## config.mk

```make
export PLATFORM = sky130hd
export DESIGN_NAME = ffha_seq
export DESIGN_NICKNAME = d
export VERILOG_FILES = /design/src/rtl/ffha_pkg.sv /design/src/rtl/ffha_seq.sv
export SDC_FILE = /design/constraint.sdc
export NUM_CORES = 1
export LEC_CHECK = 0
export ABC_CLOCK_PERIOD_IN_PS = 3100
export BUFFER_PORTS_ARGS = -buffer_cell sky130_fd_sc_hd__buf_2
export CAP_MARGIN = 40
export CORE_UTILIZATION = 50
export CTS_CLUSTER_SIZE = 40
export DETAILED_ROUTE_END_ITERATION = 10
export GPL_TIMING_DRIVEN = 1
export PLACE_DENSITY = 0.85
export SLEW_MARGIN = 20
export SYNTH_ARGS = -nofsm -noshare
export SYNTH_HDL_FRONTEND = slang
export SYNTH_SLANG_ARGS = --single-unit
```

## constraint.sdc

```tcl
create_clock -name i_clk -period 3.1 [get_ports i_clk]
set_input_delay 0.465 -clock i_clk [delete_from_list [all_inputs] [get_ports i_clk]]
set_output_delay 0.465 -clock i_clk [all_outputs]
set_load 0.01 [all_outputs]
```

## src/rtl/ffha_pkg.sv

```systemverilog
// shared constants, control word and status types, microcode rom
// no dependencies
package ffha_pkg;

    localparam int HEAP_WORDS = 1024;
    localparam int WORD_BYTES = 4;
    localparam int ADDR_W     = $clog2(HEAP_WORDS);
    localparam int SIZE_W     = ADDR_W + 1;
    localparam int HDR_W      = SIZE_W + 1;
    localparam int LEN_W      = 13;
    localparam int REL_W      = 11;
    localparam int PAY_W      = 11;
    localparam int NEED_W     = 12;
    localparam int S_DATA_W   = 24;
    localparam int M_DATA_W   = 16;
    localparam int UPC_W      = 4;

    localparam logic [HDR_W-1:0] HDR_RESET = {1'b0, SIZE_W'(HEAP_WORDS)};

    typedef logic [UPC_W-1:0] t_upc;

    // branch conditions
    localparam logic [3:0] C_NEVER    = 4'd0;
    localparam logic [3:0] C_ALWAYS   = 4'd1;
    localparam logic [3:0] C_NO_IN    = 4'd2;
    localparam logic [3:0] C_IS_FREE  = 4'd3;
    localparam logic [3:0] C_NEED_BIG = 4'd4;
    localparam logic [3:0] C_POS_END  = 4'd5;
    localparam logic [3:0] C_SZ_ZERO  = 4'd6;
    localparam logic [3:0] C_NOT_FIT  = 4'd7;
    localparam logic [3:0] C_NO_SPLIT = 4'd8;
    localparam logic [3:0] C_REL_BAD  = 4'd9;
    localparam logic [3:0] C_OUT_FULL = 4'd10;

    // result selection
    localparam logic [1:0] R_NONE  = 2'd0;
    localparam logic [1:0] R_ALLOC = 2'd1;
    localparam logic [1:0] R_FREE  = 2'd2;
    localparam logic [1:0] R_FAIL  = 2'd3;

    // program steps
    localparam t_upc S_IDLE     = 4'd0;
    localparam t_upc S_DISPATCH = 4'd1;
    localparam t_upc S_CHECK    = 4'd2;
    localparam t_upc S_READ     = 4'd3;
    localparam t_upc S_HDR      = 4'd4;
    localparam t_upc S_WALK     = 4'd5;
    localparam t_upc S_PLACE    = 4'd6;
    localparam t_upc S_SPLIT    = 4'd7;
    localparam t_upc S_FREE_RD  = 4'd8;
    localparam t_upc S_FREE_WR  = 4'd9;
    localparam t_upc S_FAIL     = 4'd10;
    localparam t_upc S_DONE     = 4'd11;

    typedef struct packed {
        logic       in_rdy;
        logic       clr_walk;
        logic       rd_pos;
        logic       rd_rel;
        logic       ld_hdr;
        logic       walk;
        logic       wr_alloc;
        logic       wr_split;
        logic       wr_free;
        logic [1:0] res_sel;
        logic       push;
        logic       endp;
        logic [3:0] cond;
        t_upc       target;
    } t_ctrl;

    typedef struct packed {
        logic no_in;
        logic is_free;
        logic need_big;
        logic pos_end;
        logic sz_zero;
        logic not_fit;
        logic no_split;
        logic rel_bad;
        logic out_full;
    } t_stat;

    function automatic t_ctrl ucode_rom(input t_upc upc);
        t_ctrl c;
        c = '0;
        case (upc)
            S_IDLE: begin
                c.in_rdy = 1'b1;
                c.cond   = C_NO_IN;
                c.target = S_IDLE;
            end
            S_DISPATCH: begin
                c.clr_walk = 1'b1;
                c.cond     = C_IS_FREE;
                c.target   = S_FREE_RD;
            end
            S_CHECK: begin
                c.cond   = C_NEED_BIG;
                c.target = S_FAIL;
            end
            S_READ: begin
                c.rd_pos = 1'b1;
                c.cond   = C_POS_END;
                c.target = S_FAIL;
            end
            S_HDR: begin
                c.ld_hdr = 1'b1;
                c.cond   = C_SZ_ZERO;
                c.target = S_FAIL;
            end
            S_WALK: begin
                c.walk   = 1'b1;
                c.cond   = C_NOT_FIT;
                c.target = S_READ;
            end
            S_PLACE: begin
                c.wr_alloc = 1'b1;
                c.res_sel  = R_ALLOC;
                c.cond     = C_NO_SPLIT;
                c.target   = S_DONE;
            end
            S_SPLIT: begin
                c.wr_split = 1'b1;
                c.cond     = C_ALWAYS;
                c.target   = S_DONE;
            end
            S_FREE_RD: begin
                c.rd_rel = 1'b1;
                c.cond   = C_REL_BAD;
                c.target = S_FAIL;
            end
            S_FREE_WR: begin
                c.wr_free = 1'b1;
                c.res_sel = R_FREE;
                c.cond    = C_ALWAYS;
                c.target  = S_DONE;
            end
            S_FAIL: begin
                c.res_sel = R_FAIL;
                c.cond    = C_NEVER;
            end
            S_DONE: begin
                c.push   = 1'b1;
                c.endp   = 1'b1;
                c.cond   = C_OUT_FULL;
                c.target = S_DONE;
            end
            default: begin
                c.endp = 1'b1;
                c.cond = C_NEVER;
            end
        endcase
        return c;
    endfunction

endpackage

```

## src/rtl/ffha_seq.sv

```systemverilog
// microcode sequencer: step counter, control rom lookup, conditional branch
// depends on ffha_pkg
module ffha_seq (
    input  logic            i_clk,
    input  logic            i_rst_n,
    input  ffha_pkg::t_stat i_stat,
    output ffha_pkg::t_ctrl o_ctrl
);

    import ffha_pkg::*;

    t_upc  r_upc;
    t_upc  n_upc;
    t_ctrl ctrl;
    logic  taken;

    assign ctrl = ucode_rom(r_upc);

    always_comb begin
        case (ctrl.cond)
            C_NEVER:    taken = 1'b0;
            C_ALWAYS:   taken = 1'b1;
            C_NO_IN:    taken = i_stat.no_in;
            C_IS_FREE:  taken = i_stat.is_free;
            C_NEED_BIG: taken = i_stat.need_big;
            C_POS_END:  taken = i_stat.pos_end;
            C_SZ_ZERO:  taken = i_stat.sz_zero;
            C_NOT_FIT:  taken = i_stat.not_fit;
            C_NO_SPLIT: taken = i_stat.no_split;
            C_REL_BAD:  taken = i_stat.rel_bad;
            C_OUT_FULL: taken = i_stat.out_full;
            default:    taken = 1'b0;
        endcase
        if (taken) begin
            n_upc = ctrl.target;
        end else if (ctrl.endp) begin
            n_upc = S_IDLE;
        end else begin
            n_upc = r_upc + t_upc'(1);
        end
    end

    always_ff @(posedge i_clk) begin
        if (!i_rst_n) begin
            r_upc <= S_IDLE;
        end else begin
            r_upc <= n_upc;
        end
    end

    assign o_ctrl = ctrl;

endmodule

```

== After elaboration in Yosys (flattened, before gate mapping) ==
Index checks and enable logic that the tools add are counted.

* Register bits after elaboration: 4
* Input port bits: 11
* Output and inout port bits: 21
* Word-level logic and storage cells: 45

* $add $sub $neg: 1
* Eq/ne operators: 21
* Multiplexer cells: 17
* Reductions and logical operators: 5

{| class="wikitable"
|+ Operators with widths
! operator !! count
|-
| case mux 4 bit (10 select lines) || 1
|-
| equality test 4 x 3 -> 1 bit, second input constant || 8
|-
| equality test 4 bit, second input constant || 7
|-
| equality test 4 x 2 -> 1 bit, second input constant || 4
|-
| case mux 4 bit (4 select lines) || 1
|-
| two-way mux 1 bit || 11
|-
| OR reduction 11 bit || 1
|-
| case mux 1 bit (10 select lines) || 1
|-
| equality test 4 x 1 -> 1 bit, second input constant || 2
|-
| two-way mux 4 bit || 2
|-
| OR reduction 4 bit || 2
|-
| case mux 2 bit (3 select lines) || 1
|-
| adder 4 x 1 -> 4 bit, second input constant || 1
|-
| zero test 4 bit || 1
|-
| OR reduction 2 bit || 1
|}

== Longest topological paths before layout ==
Gate-level depths: netlist (run 1).

* Word-level depth: 6
* Gate-level depth with buffers: 9
* Gate-level depth less buffers: 8

== Least setup slack after synthesis (run 1) ==
Ideal clock, no wire load.

* Kind: reg2reg
* Start point: reg r_upc[0]
* End point: reg r_upc[0]
* Library setup time: 0.072 ns
* Arrival time: 1.913 ns
* Required time: 3.028 ns
* Path slack: 1.115 ns
* Cell stages (with the launch flop): 10
* Buffers on the path: 1
* Clock period less this slack: 1.985 ns
* Cell sequence: dfxtp_1 -> inv_1 -> ha_1 -> clkbuf_4 -> nor3_2 -> a211oi_4 -> mux2i_1 -> o22ai_2 -> a311oi_4 -> mux2i_1

{| class="wikitable"
|+ RTL lines
! element !! line !! source
|-
| start, declared || ffha_seq.sv:12 || <nowiki>t_upc r_upc;</nowiki>
|-
| start signal, assigned || ffha_seq.sv:47 || <nowiki>r_upc <= n_upc;</nowiki>
|}

==> results of run 1 <==
[worst max-delay path: cells and delay by family (launching register included)]
family / cells / cell delay, ns
AND/OR/NAND/NOR: 2 / 0.49
adder cells (fa/ha/maj): 1 / 0.34
flip-flops: 1 / 0.36
buffers and inverters: 2 / 0.23
AO/OA/AOI/OAI: 2 / 0.28
[logic make-up after synthesis]
logic type,Yosys count,share of synthesized area [%]
other cells,1,0.4954
mux,5,6.777
buf+inv,21,14.71
fa+ha+maj,4,6.612
compound gates,25,28.27
simple gates,44,30.25
xor+xnor,2,2.314
flops,4,10.58
[per-layer routing]
metal / up-vias / GRT usage [%]
met2: 43 / 41.02
met5: - / 0
met1: 380 / 29.55
li1: 411 / -
met3: 0 / 4.891
met4: 0 / 0
[layout make-up]
| type | instances | area share, % |
|---|---|---|
| inverter | 12 | 5.106 |
| clock buffer | 3 | 2.553 |
| timing repair buffer | 30 | 17.02 |
| sequential | 4 | 9.078 |
| multi-input combinational | 81 | 64.11 |
| tap | 15 | 2.128 |
[power by group through the flow]
stage	clock, mW	combinational, mW	sequential [mW]
after global placement	0	0.416	0.0846
after floorplan	0	0.350	0.0695
after CTS	0.0667	0.424	0.0854
after detailed placement	0	0.423	0.0865
final	0.0640	0.424	0.0855
after global routing	0.0689	0.469	0.0884
[Yosys cell counts, types with 2 or more instances]
library cell	n	share of area [%]
buf_4	5	5.0
a21oi_1	3	2.0
nor3_1	4	2.6
ha_1	4	6.6
o21ai_0	5	3.3
nor2_1	12	5.9
mux2i_1	4	5.3
dfxtp_1	4	11
nor2_2	2	1.7
nand2b_1	2	1.7
inv_1	10	5.0
nand2_1	9	4.5
and2_1	5	4.1
buf_2	2	1.3
inv_2	2	0.99
nand3_1	2	1.3
o22ai_1	2	1.7
[how the worst max path moves through the flow]
stage                     slack (ns)      from        end  cells past startpoint
after floorplan                 1.11  r_upc[0]   r_upc[0]                      9
after global placement          0.81  r_upc[3]   r_upc[1]                      6
final                           0.70  r_upc[0]  o_ctrl[1]                      7
after detailed placement        0.77  r_upc[3]   r_upc[0]                      6
after global routing            0.57  r_upc[0]   r_upc[1]                      8
after CTS                       0.72  r_upc[0]  o_ctrl[1]                      7
[through the flow]
step | util (%) | instances
after floorplan | - | 106
after global placement | 63.67 | 142
after detailed placement | 63.67 | 142
after CTS | 65.34 | 145
after global routing | 65.34 | 145
final | 65.34 | 145
==> run_results.csv, run 1 <==
group,metric,value,unit
run_status,status,"finished, final reports clean",
critical_path,start_kind,"flip-flop",
timing,slew_viol_final,0,
power_and_ir_drop,power_leakage,0.4574,nW
grt,overflow,0,
clocking,clkTransAtPathRegs,0.04,ns
route,drt-initial-drc-count,23,
route,drc,0,
power_and_ir_drop,peakVddDrop,0.0005147,V
power_and_ir_drop,p_clk_share,11.2,%
power_and_ir_drop,power_switching,0.2847,mW
power_and_ir_drop,swShare,49.60,%
route,top_layer_used,"met3",
layout,max_flop_register,"r_upc",
layout,reg.largest.list,"r_upc: 4 flops",
clocking,cts-root-buf,"clkbuf_4",
layout,final_common_cell,"buf_2",
place,dp_hpwl,1398,um
critical_path,arrival,1.93,ns
yosys,synth_seq_area_share,10.58,%
critical_path,crit_chain,"inv_1, ha_1, or2_1, nor2_1, o21ai_0, o31a_2, buf_2",
timing,finalSetupViolations,0,
layout,final_cell_mix,"30 x buf_2, 12 x nor2_1, 10 x inv_1",
floorplan,dieArea,1674,sq um
timing,hold_viol_final,0,
layout,area_growth_syn_to_layout,16.53,%
route,wl_per_cell,12.32,um
clocking,cts.repair.resized,0,
clocking,cts_sinks,4,
grt,track_usage,22.98,%
route,wl,1786,um
clocking,cts_tree,"yes",
place,port-buffer-count,30,
power_and_ir_drop,p_per_area,650.7,nW/um^2
timing,whs,0.5139,ns
route,first_pass_iters,4,
layout,fillCellCount,125,
timing,layout_worst_path_cycle_share,77.38,%
clocking,clock_latency,0.23,ns
hold_path,hold_end,"r_upc[3]",
grt,antenna_found_initial,0,
layout,antenna-diode-count,0,
yosys,syn_inst,106,
yosys,synth_area_per_cell,7.141,sq um
critical_path,reg2regPathDepth,6,
timing,fin_ws,0.7014,ns
floorplan,row_count,13,
clocking,cts_hold_buf,0,
grt,grt_max_degree,21,
layout,register_area,80.08,sq um
floorplan,design.core.area,1350,sq um
timing,max_freq,416.9,MHz
floorplan,chipHeight,40.91,um
critical_path,worst-path-max-fanout,13,
yosys,netlist_area,757.0,sq um
timing,worstMarginPinSlew,0.7186,ns
layout,largest_register_ffs,4,
yosys,synth_edf_count,0,
route,wl_met1,769,um
power_and_ir_drop,seqPwrFrac,14.9,%
route,vias,834,
timing,tns,0,ns
timing,clock_skew,0.003803,ns
route,wl_met3,151,um
clocking,clock_path_buffers,2,
yosys,ys_warn_count,0,
layout,multiInputGateArea,565.5,sq um
run,maxCapViolCount,0,
hold_path,hp-class,"in -> reg",
yosys,synth_nets,121,
timing,maxSlewHeadroom,52.03,%
place,pre_cts_slack,0.7737,ns
layout,drive_gt1_share,34.62,%
route,routed-wl-met2,864,um
hold_path,hold_path.startpoint,"i_rst_n",
hold_path,whs_path_depth,3,
critical_path,required,2.63,ns
route,vias_per_cell,5.752,
timing,fin_crit,2.399,ns
critical_path,cp-end-kind,"output pin",
place,placed_area,859.6,sq um
route,detail-route-antenna-nets,0,
critical_path,worst_r2r_startpoint,"r_upc[3]",
yosys,synth_ff_type,"dfxtp_1",
yosys,ys_types,46,
timing,grt_setup_unrepaired,"false",
clocking,cts_buffers,3,
floorplan,die_x,40.91,um
critical_path,crit_type,"reg -> out",
layout,layout.nets,147,
critical_path,crit_path_top_delay_cell,"dfxtp_1",
critical_path,crit_path_max_incr_delay,0.36,ns
clocking,postCtsSetupBuffers,0,
critical_path,rrSetupSlack,0.76,ns
critical_path,rr_endpoint,"r_upc[0]",
clocking,h-tree-depth,1,
power_and_ir_drop,comb_power_share,74.0,%
place,gp_congestion,0.9183,
grt,grt_pass1_wl,2608,um
floorplan,ios,32,
power_and_ir_drop,totalPowerFinal,0.5740,mW
power_and_ir_drop,intPower,0.2893,mW
yosys,synth_seq_cells,4,
floorplan,initial_core_util,56.07,%
grt,grt_pass1_vias,593,
yosys,async_reset_ff_share,0,%
layout,design_area,882.1,sq um
No activity file was read; power rests on OpenSTA's default activity.
==> inputs of run 2 (changes only) <==
Settings changed: ABC_CLOCK_PERIOD_IN_PS 3100 to 2500, CORE_ASPECT_RATIO from default to 1.2, CORE_UTILIZATION 50 to 47, PLACE_DENSITY 0.85 to 0.81.
Clock period 3.1 ns to 2.5 ns, I/O delays scaled along.
==> run_results.csv, run 2 (same netlist as run 1, synthesis figures left out) <==
group,metric,value,unit
run_status,status,"finished, final reports clean",
route,first_pass_iters,4,
timing,finalSetupViolations,0,
timing,maxSlewHeadroom,63.43,%
place,dp_hpwl,1488,um
critical_path,arrival,2.50,ns
layout,fillCellCount,147,
critical_path,crit_chain,"ha_1, nor3_2, a211oi_4, o311ai_1, a311oi_4, mux2i_1",
floorplan,row_count,15,
layout,instances_no_fill,149,
timing,max_freq,427.4,MHz
critical_path,crit_path_top_delay_cell,"ha_1",
route,wl_per_cell,12.92,um
grt,grt_pass1_vias,693,
timing,fin_crit,2.340,ns
critical_path,crit_type,"reg -> reg",
timing,layout_worst_path_cycle_share,93.60,%
floorplan,chipHeight,45.96,um
clocking,cts_buffers,3,
route,vias_per_cell,5.537,
floorplan,ios,32,
clocking,h-tree-depth,1,
layout,max_flop_register,"r_upc",
critical_path,cp-end-kind,"flip-flop",
layout,final_cell_mix,"30 x buf_2, 12 x nor2_1, 10 x inv_1",
timing,hold_viol_final,0,
critical_path,worst-path-max-fanout,12,
power_and_ir_drop,power_leakage,0.4671,nW
timing,clock_skew,0.0009572,ns
clocking,clkTransAtPathRegs,0.04,ns
critical_path,crit_path_max_incr_delay,0.48,ns
power_and_ir_drop,p_per_area,809.2,nW/um^2
hold_path,hp-class,"in -> reg",
timing,grt_setup_unrepaired,"false",
route,drt-initial-drc-count,23,
place,port-buffer-count,30,
grt,track_usage,23.15,%
layout,drive_gt1_share,36.36,%
layout,design_area,902.1,sq um
layout,layout.nets,149,
clocking,postCtsSetupBuffers,0,
route,wl,1925,um
power_and_ir_drop,peakVddDrop,0.0004402,V
layout,final_common_cell,"buf_2",
clocking,cts_tree,"yes",
clocking,clock_path_buffers,2,
floorplan,initial_core_util,51.71,%
grt,overflow,0,
clocking,cts-root-buf,"clkbuf_4",
floorplan,design.core.area,1464,sq um
floorplan,dieArea,1776,sq um
layout,largest_register_ffs,4,
clocking,clock_latency,0.23,ns
clocking,cts.repair.resized,0,
critical_path,start_kind,"flip-flop",
place,post-place-cells,146,
timing,tns,0,ns
place,placed_area,877.1,sq um
route,drc,0,
grt,grt_pass1_wl,2842,um
floorplan,die_x,38.64,um
layout,fin_util,61.62,%
layout,antenna-diode-count,0,
grt,grt_max_degree,15,
place,pre_cts_slack,0.1238,ns
critical_path,required,2.66,ns
route,vias,825,
route,detail-route-antenna-nets,0,
place,gp_congestion,0.7956,
layout,area_growth_syn_to_layout,19.17,%
timing,fin_ws,0.1601,ns
timing,worstMarginPinSlew,0.5400,ns
clocking,cts_hold_buf,0,
clocking,cts_sinks,4,
run,maxCapViolCount,0,
timing,slew_viol_final,0,
grt,antenna_found_initial,0,
layout,reg.largest.list,"r_upc: 4 flops",
[run 2: cell count changes in the layout (fill, tap and decap cells not counted), sizes merged]
cell,change
buf,+2
[run 2: critical path: cells and delay by family (launching register included)]
kind	cells	cell delay (ns)
compound gates	3	1.04
fa+ha+maj	1	0.48
flops	1	0.36
mux	1	0.24
simple gates	1	0.13
[run 2: area by class of cell]
class	count	area, sq um	area share [%]
multi-input combinational	81	568.0	62.97
tap	17	21.27	2.358
clock buffer	3	22.52	2.497
sequential	4	80.08	8.877
timing repair buffer	32	165.2	18.31
inverter	12	45.04	4.993
[run 2: report_power, final]
part	leakage (nW)	switching (mW)	total [mW]	internal, mW
clock network	0.0138	0.0264	0.0801	0.0537
logic	0.421	0.317	0.552	0.235
registers	0.0327	0.0209	0.0981	0.0772
[run 2: routing by layer]
| layer | vias up | global-route usage, % | part of all wire, % |
|---|---|---|---|
| met3 | 0 | 4.412 | 6.4 |
| met5 | - | 0 | 0 |
| met1 | 379 | 25.44 | 43 |
| li1 | 408 | - | - |
| met2 | 38 | 41.00 | 51 |
| met4 | 0 | 11.72 | 0 |
[run 2: stage by stage]
step	power, mW	hold WS, ns
finish	0.7300	0.4210
global placement	0.6290	0.6065
floorplan	0.5199	0.5138
global route	0.7926	0.4226
CTS	0.7283	0.4116
detailed placement	0.6424	0.6366
[run 2: path summary, 6_finish.rpt]
path              startpoint  endpoint  slack [ns]  cells past startpoint
setup reg to reg    r_upc[1]  r_upc[1]        0.16                      6
setup / recovery    r_upc[1]  r_upc[1]        0.16                      6
hold reg to reg     r_upc[0]  r_upc[0]        0.64                      3
hold / removal       i_rst_n  r_upc[0]        0.42                      3
==> inputs of run 3 (changes only) <==
Settings changed: ABC_AREA from default to 1, CORE_ASPECT_RATIO 1.2 to default, CORE_UTILIZATION 47 to 45, PLACE_DENSITY 0.81 to 0.8.
==> run_results.csv, run 3 <==
group,metric,value,unit
run_status,status,"finished, final reports clean",
place,placed_area,810.8,sq um
critical_path,crit_chain,"inv_1, ha_1, nand3_1, nand3_2, inv_1, nand3_1, nor3_1, nand2_1, inv_1, buf_2",
clocking,clock_path_buffers,2,
grt,grt_pass1_vias,573,
critical_path,arrival,1.91,ns
critical_path,critPathTopFamily,"simple AND/OR/NAND/NOR gates",
critical_path,worst-path-max-fanout,5,
critical_path,crit_start,"r_upc[1]",
grt,antenna_found_initial,0,
layout,largest_register_ffs,4,
grt,track_usage,20.84,%
timing,hold_viol_final,0,
yosys,synth_ff_type,"dfxtp_1",
power_and_ir_drop,totalPowerFinal,1.030,mW
layout,antenna-diode-count,0,
layout,final_cell_mix,"30 x buf_2, 29 x nand2_1, 24 x nor2_1",
yosys,synth_most_common_cell,"nand2_1",
critical_path,required,2.12,ns
route,wl_per_cell,9.811,um
place,dp_hpwl,1394,um
timing,slew_viol_final,0,
power_and_ir_drop,p_per_area,1236,nW/um^2
timing,fin_crit,2.282,ns
clocking,clock_latency,0.23,ns
layout,design_area,833.3,sq um
clocking,clkTransAtPathRegs,0.04,ns
critical_path,worst_r2r_startpoint,"r_upc[0]",
place,gp_congestion,0.8044,
critical_path,cp-end-kind,"output pin",
timing,max_freq,438.3,MHz
clocking,cts.repair.resized,0,
layout,instances_no_fill,169,
floorplan,die_x,40.32,um
layout,fillCellCount,140,
layout,drive_gt1_share,27.92,%
yosys,synth_common_cells,"29 x nand2_1, 24 x nor2_1, 23 x inv_1",
timing,finalSetupViolations,0,
yosys,synth_nets,138,
clocking,cts_tree,"yes",
critical_path,crit_top_cell,"inv_1",
yosys,synth_area_leaders,"nand2_1 16%, nor2_1 14%, inv_1 13%, dfxtp_1 12%, nand3_1 12%",
clocking,cts_hold_buf,0,
route,top_layer_used,"met3",
floorplan,ios,32,
layout,reg.largest.list,"r_upc: 4 flops",
grt,grt_max_degree,8,
critical_path,crit_path_top_delay_cell,"dfxtp_1",
clocking,h-tree-depth,1,
yosys,netlist_area,660.6,sq um
timing,whs,0.4084,ns
clocking,cts_sinks,4,
route,detail-route-antenna-nets,0,
yosys,syn_inst,123,
yosys,yosysTopAreaCell,"nand2_1",
floorplan,dieArea,1625,sq um
layout,layout.nets,171,
power_and_ir_drop,peakVddDrop,0.0007826,V
route,wl_met1,803,um
place,port-buffer-count,30,
yosys,ys_warn_count,0,
route,wl,1658,um
timing,clock_skew,0.003844,ns
route,routed-wl-met2,775,um
timing,tns,0,ns
power_and_ir_drop,power_leakage,0.6521,nW
timing,fin_ws,0.2183,ns
yosys,ys_types,20,
route,first_pass_iters,4,
grt,overflow,0,
clocking,postCtsSetupBuffers,0,
yosys,synth.top_cell.area_share,16.48,%
floorplan,row_count,13,
hold_path,hp-class,"in -> reg",
clocking,cts-root-buf,"clkbuf_4",
yosys,synth_seq_cells,4,
route,drc,0,
layout,fin_util,62.48,%
layout,final_common_cell,"buf_2",
place,post-place-cells,166,
floorplan,design.core.area,1334,sq um
route,drt-initial-drc-count,27,
floorplan,chipHeight,40.32,um
critical_path,crit_path_max_incr_delay,0.35,ns
critical_path,path_buf_inv,4,
layout,max_flop_register,"r_upc",
floorplan,initial_core_util,49.53,%
route,vias,825,
timing,layout_worst_path_cycle_share,91.27,%
grt,grt_pass1_wl,2325,um
route,wl_met3,79,um
layout,area_growth_syn_to_layout,26.14,%
timing,grt_setup_unrepaired,"false",
yosys,synth_area_per_cell,5.371,sq um
yosys,synth_edf_count,0,
route,vias_per_cell,4.882,
place,pre_cts_slack,0.4767,ns
yosys,synth_seq_area_share,12.12,%
run,maxCapViolCount,0,
yosys,async_reset_ff_share,0,%
hold_path,hold_path.startpoint,"i_rst_n",
critical_path,crit_type,"reg -> out",
critical_path,start_kind,"flip-flop",
clocking,cts_buffers,3,
==> run 3: changes by cell type after synthesis, sizes merged, moves of 4 or more <==
| cell | delta |
|---|---|
| nand3 | +18 |
| nand2 | +21 |
| mux2i | -4 |
| and2 | -6 |
| buf | -6 |
| nor2 | +13 |
| inv | +13 |
==> run 3: worst register-to-register path, stage by stage (launching register included) <==
cell	delay, ns
dfxtp_1	0.36
inv_1	0.10
ha_1	0.24
o21ai_0	0.28
nand2_1	0.18
nor2_1	0.19
nand4_1	0.11
nand2_1	0.07
nor2_1	0.05
nand2_2	0.11
nand2_1	0.07
nand2_1	0.06
nor2_1	0.04
==> run 3: report_power, final <==
group | total, mW | internal, mW | switching [mW]
Sequential | 0.111 | 0.0858 | 0.0248
Clock | 0.0776 | 0.0535 | 0.0240
Combinational | 0.841 | 0.298 | 0.544
Total | 1.03 | 0.437 | 0.593
==> run 3: path summary, 6_finish.rpt <==
path / slack [ns] / cells past startpoint / to
worst max-delay path: 0.22 / 10 / o_ctrl[8]
worst min-delay path: 0.41 / 3 / r_upc[0]
worst max register to register: 0.53 / 12 / r_upc[1]
worst min register to register: 0.71 / 5 / r_upc[0]
==> run 3: area by class of cell <==
type	count	area [sq um]	area share, %
clock buffers	3	22.52	2.703
inverters	25	93.84	11.26
multi-input cells	92	467.9	56.16
flip-flops and latches	4	80.08	9.610
well taps	15	18.77	2.252
repair buffers	30	150.1	18.02
==> run 3: per-layer routing <==
metal  track usage, %  vias up
met5                0        -
met4            5.000        0
met3            1.667        0
met2            34.68       31
met1            28.76      353
li1                 -      441
==> run 3: cell families (layout without fill, tap and decap cells) <==
| group | count (synthesis) | count (layout) | share of synthesized area, % |
|---|---|---|---|
| AND/OR/NAND/NOR | 82 | 82 | 57.96 |
| buffers and inverters | 27 | 58 | 17.05 |
| adder cells (fa/ha/maj) | 4 | 4 | 7.576 |
| AO/OA/AOI/OAI | 4 | 4 | 3.409 |
| flip-flops | 4 | 4 | 12.12 |
| other | 1 | 1 | 0.5676 |
| XOR/XNOR | 1 | 1 | 1.326 |
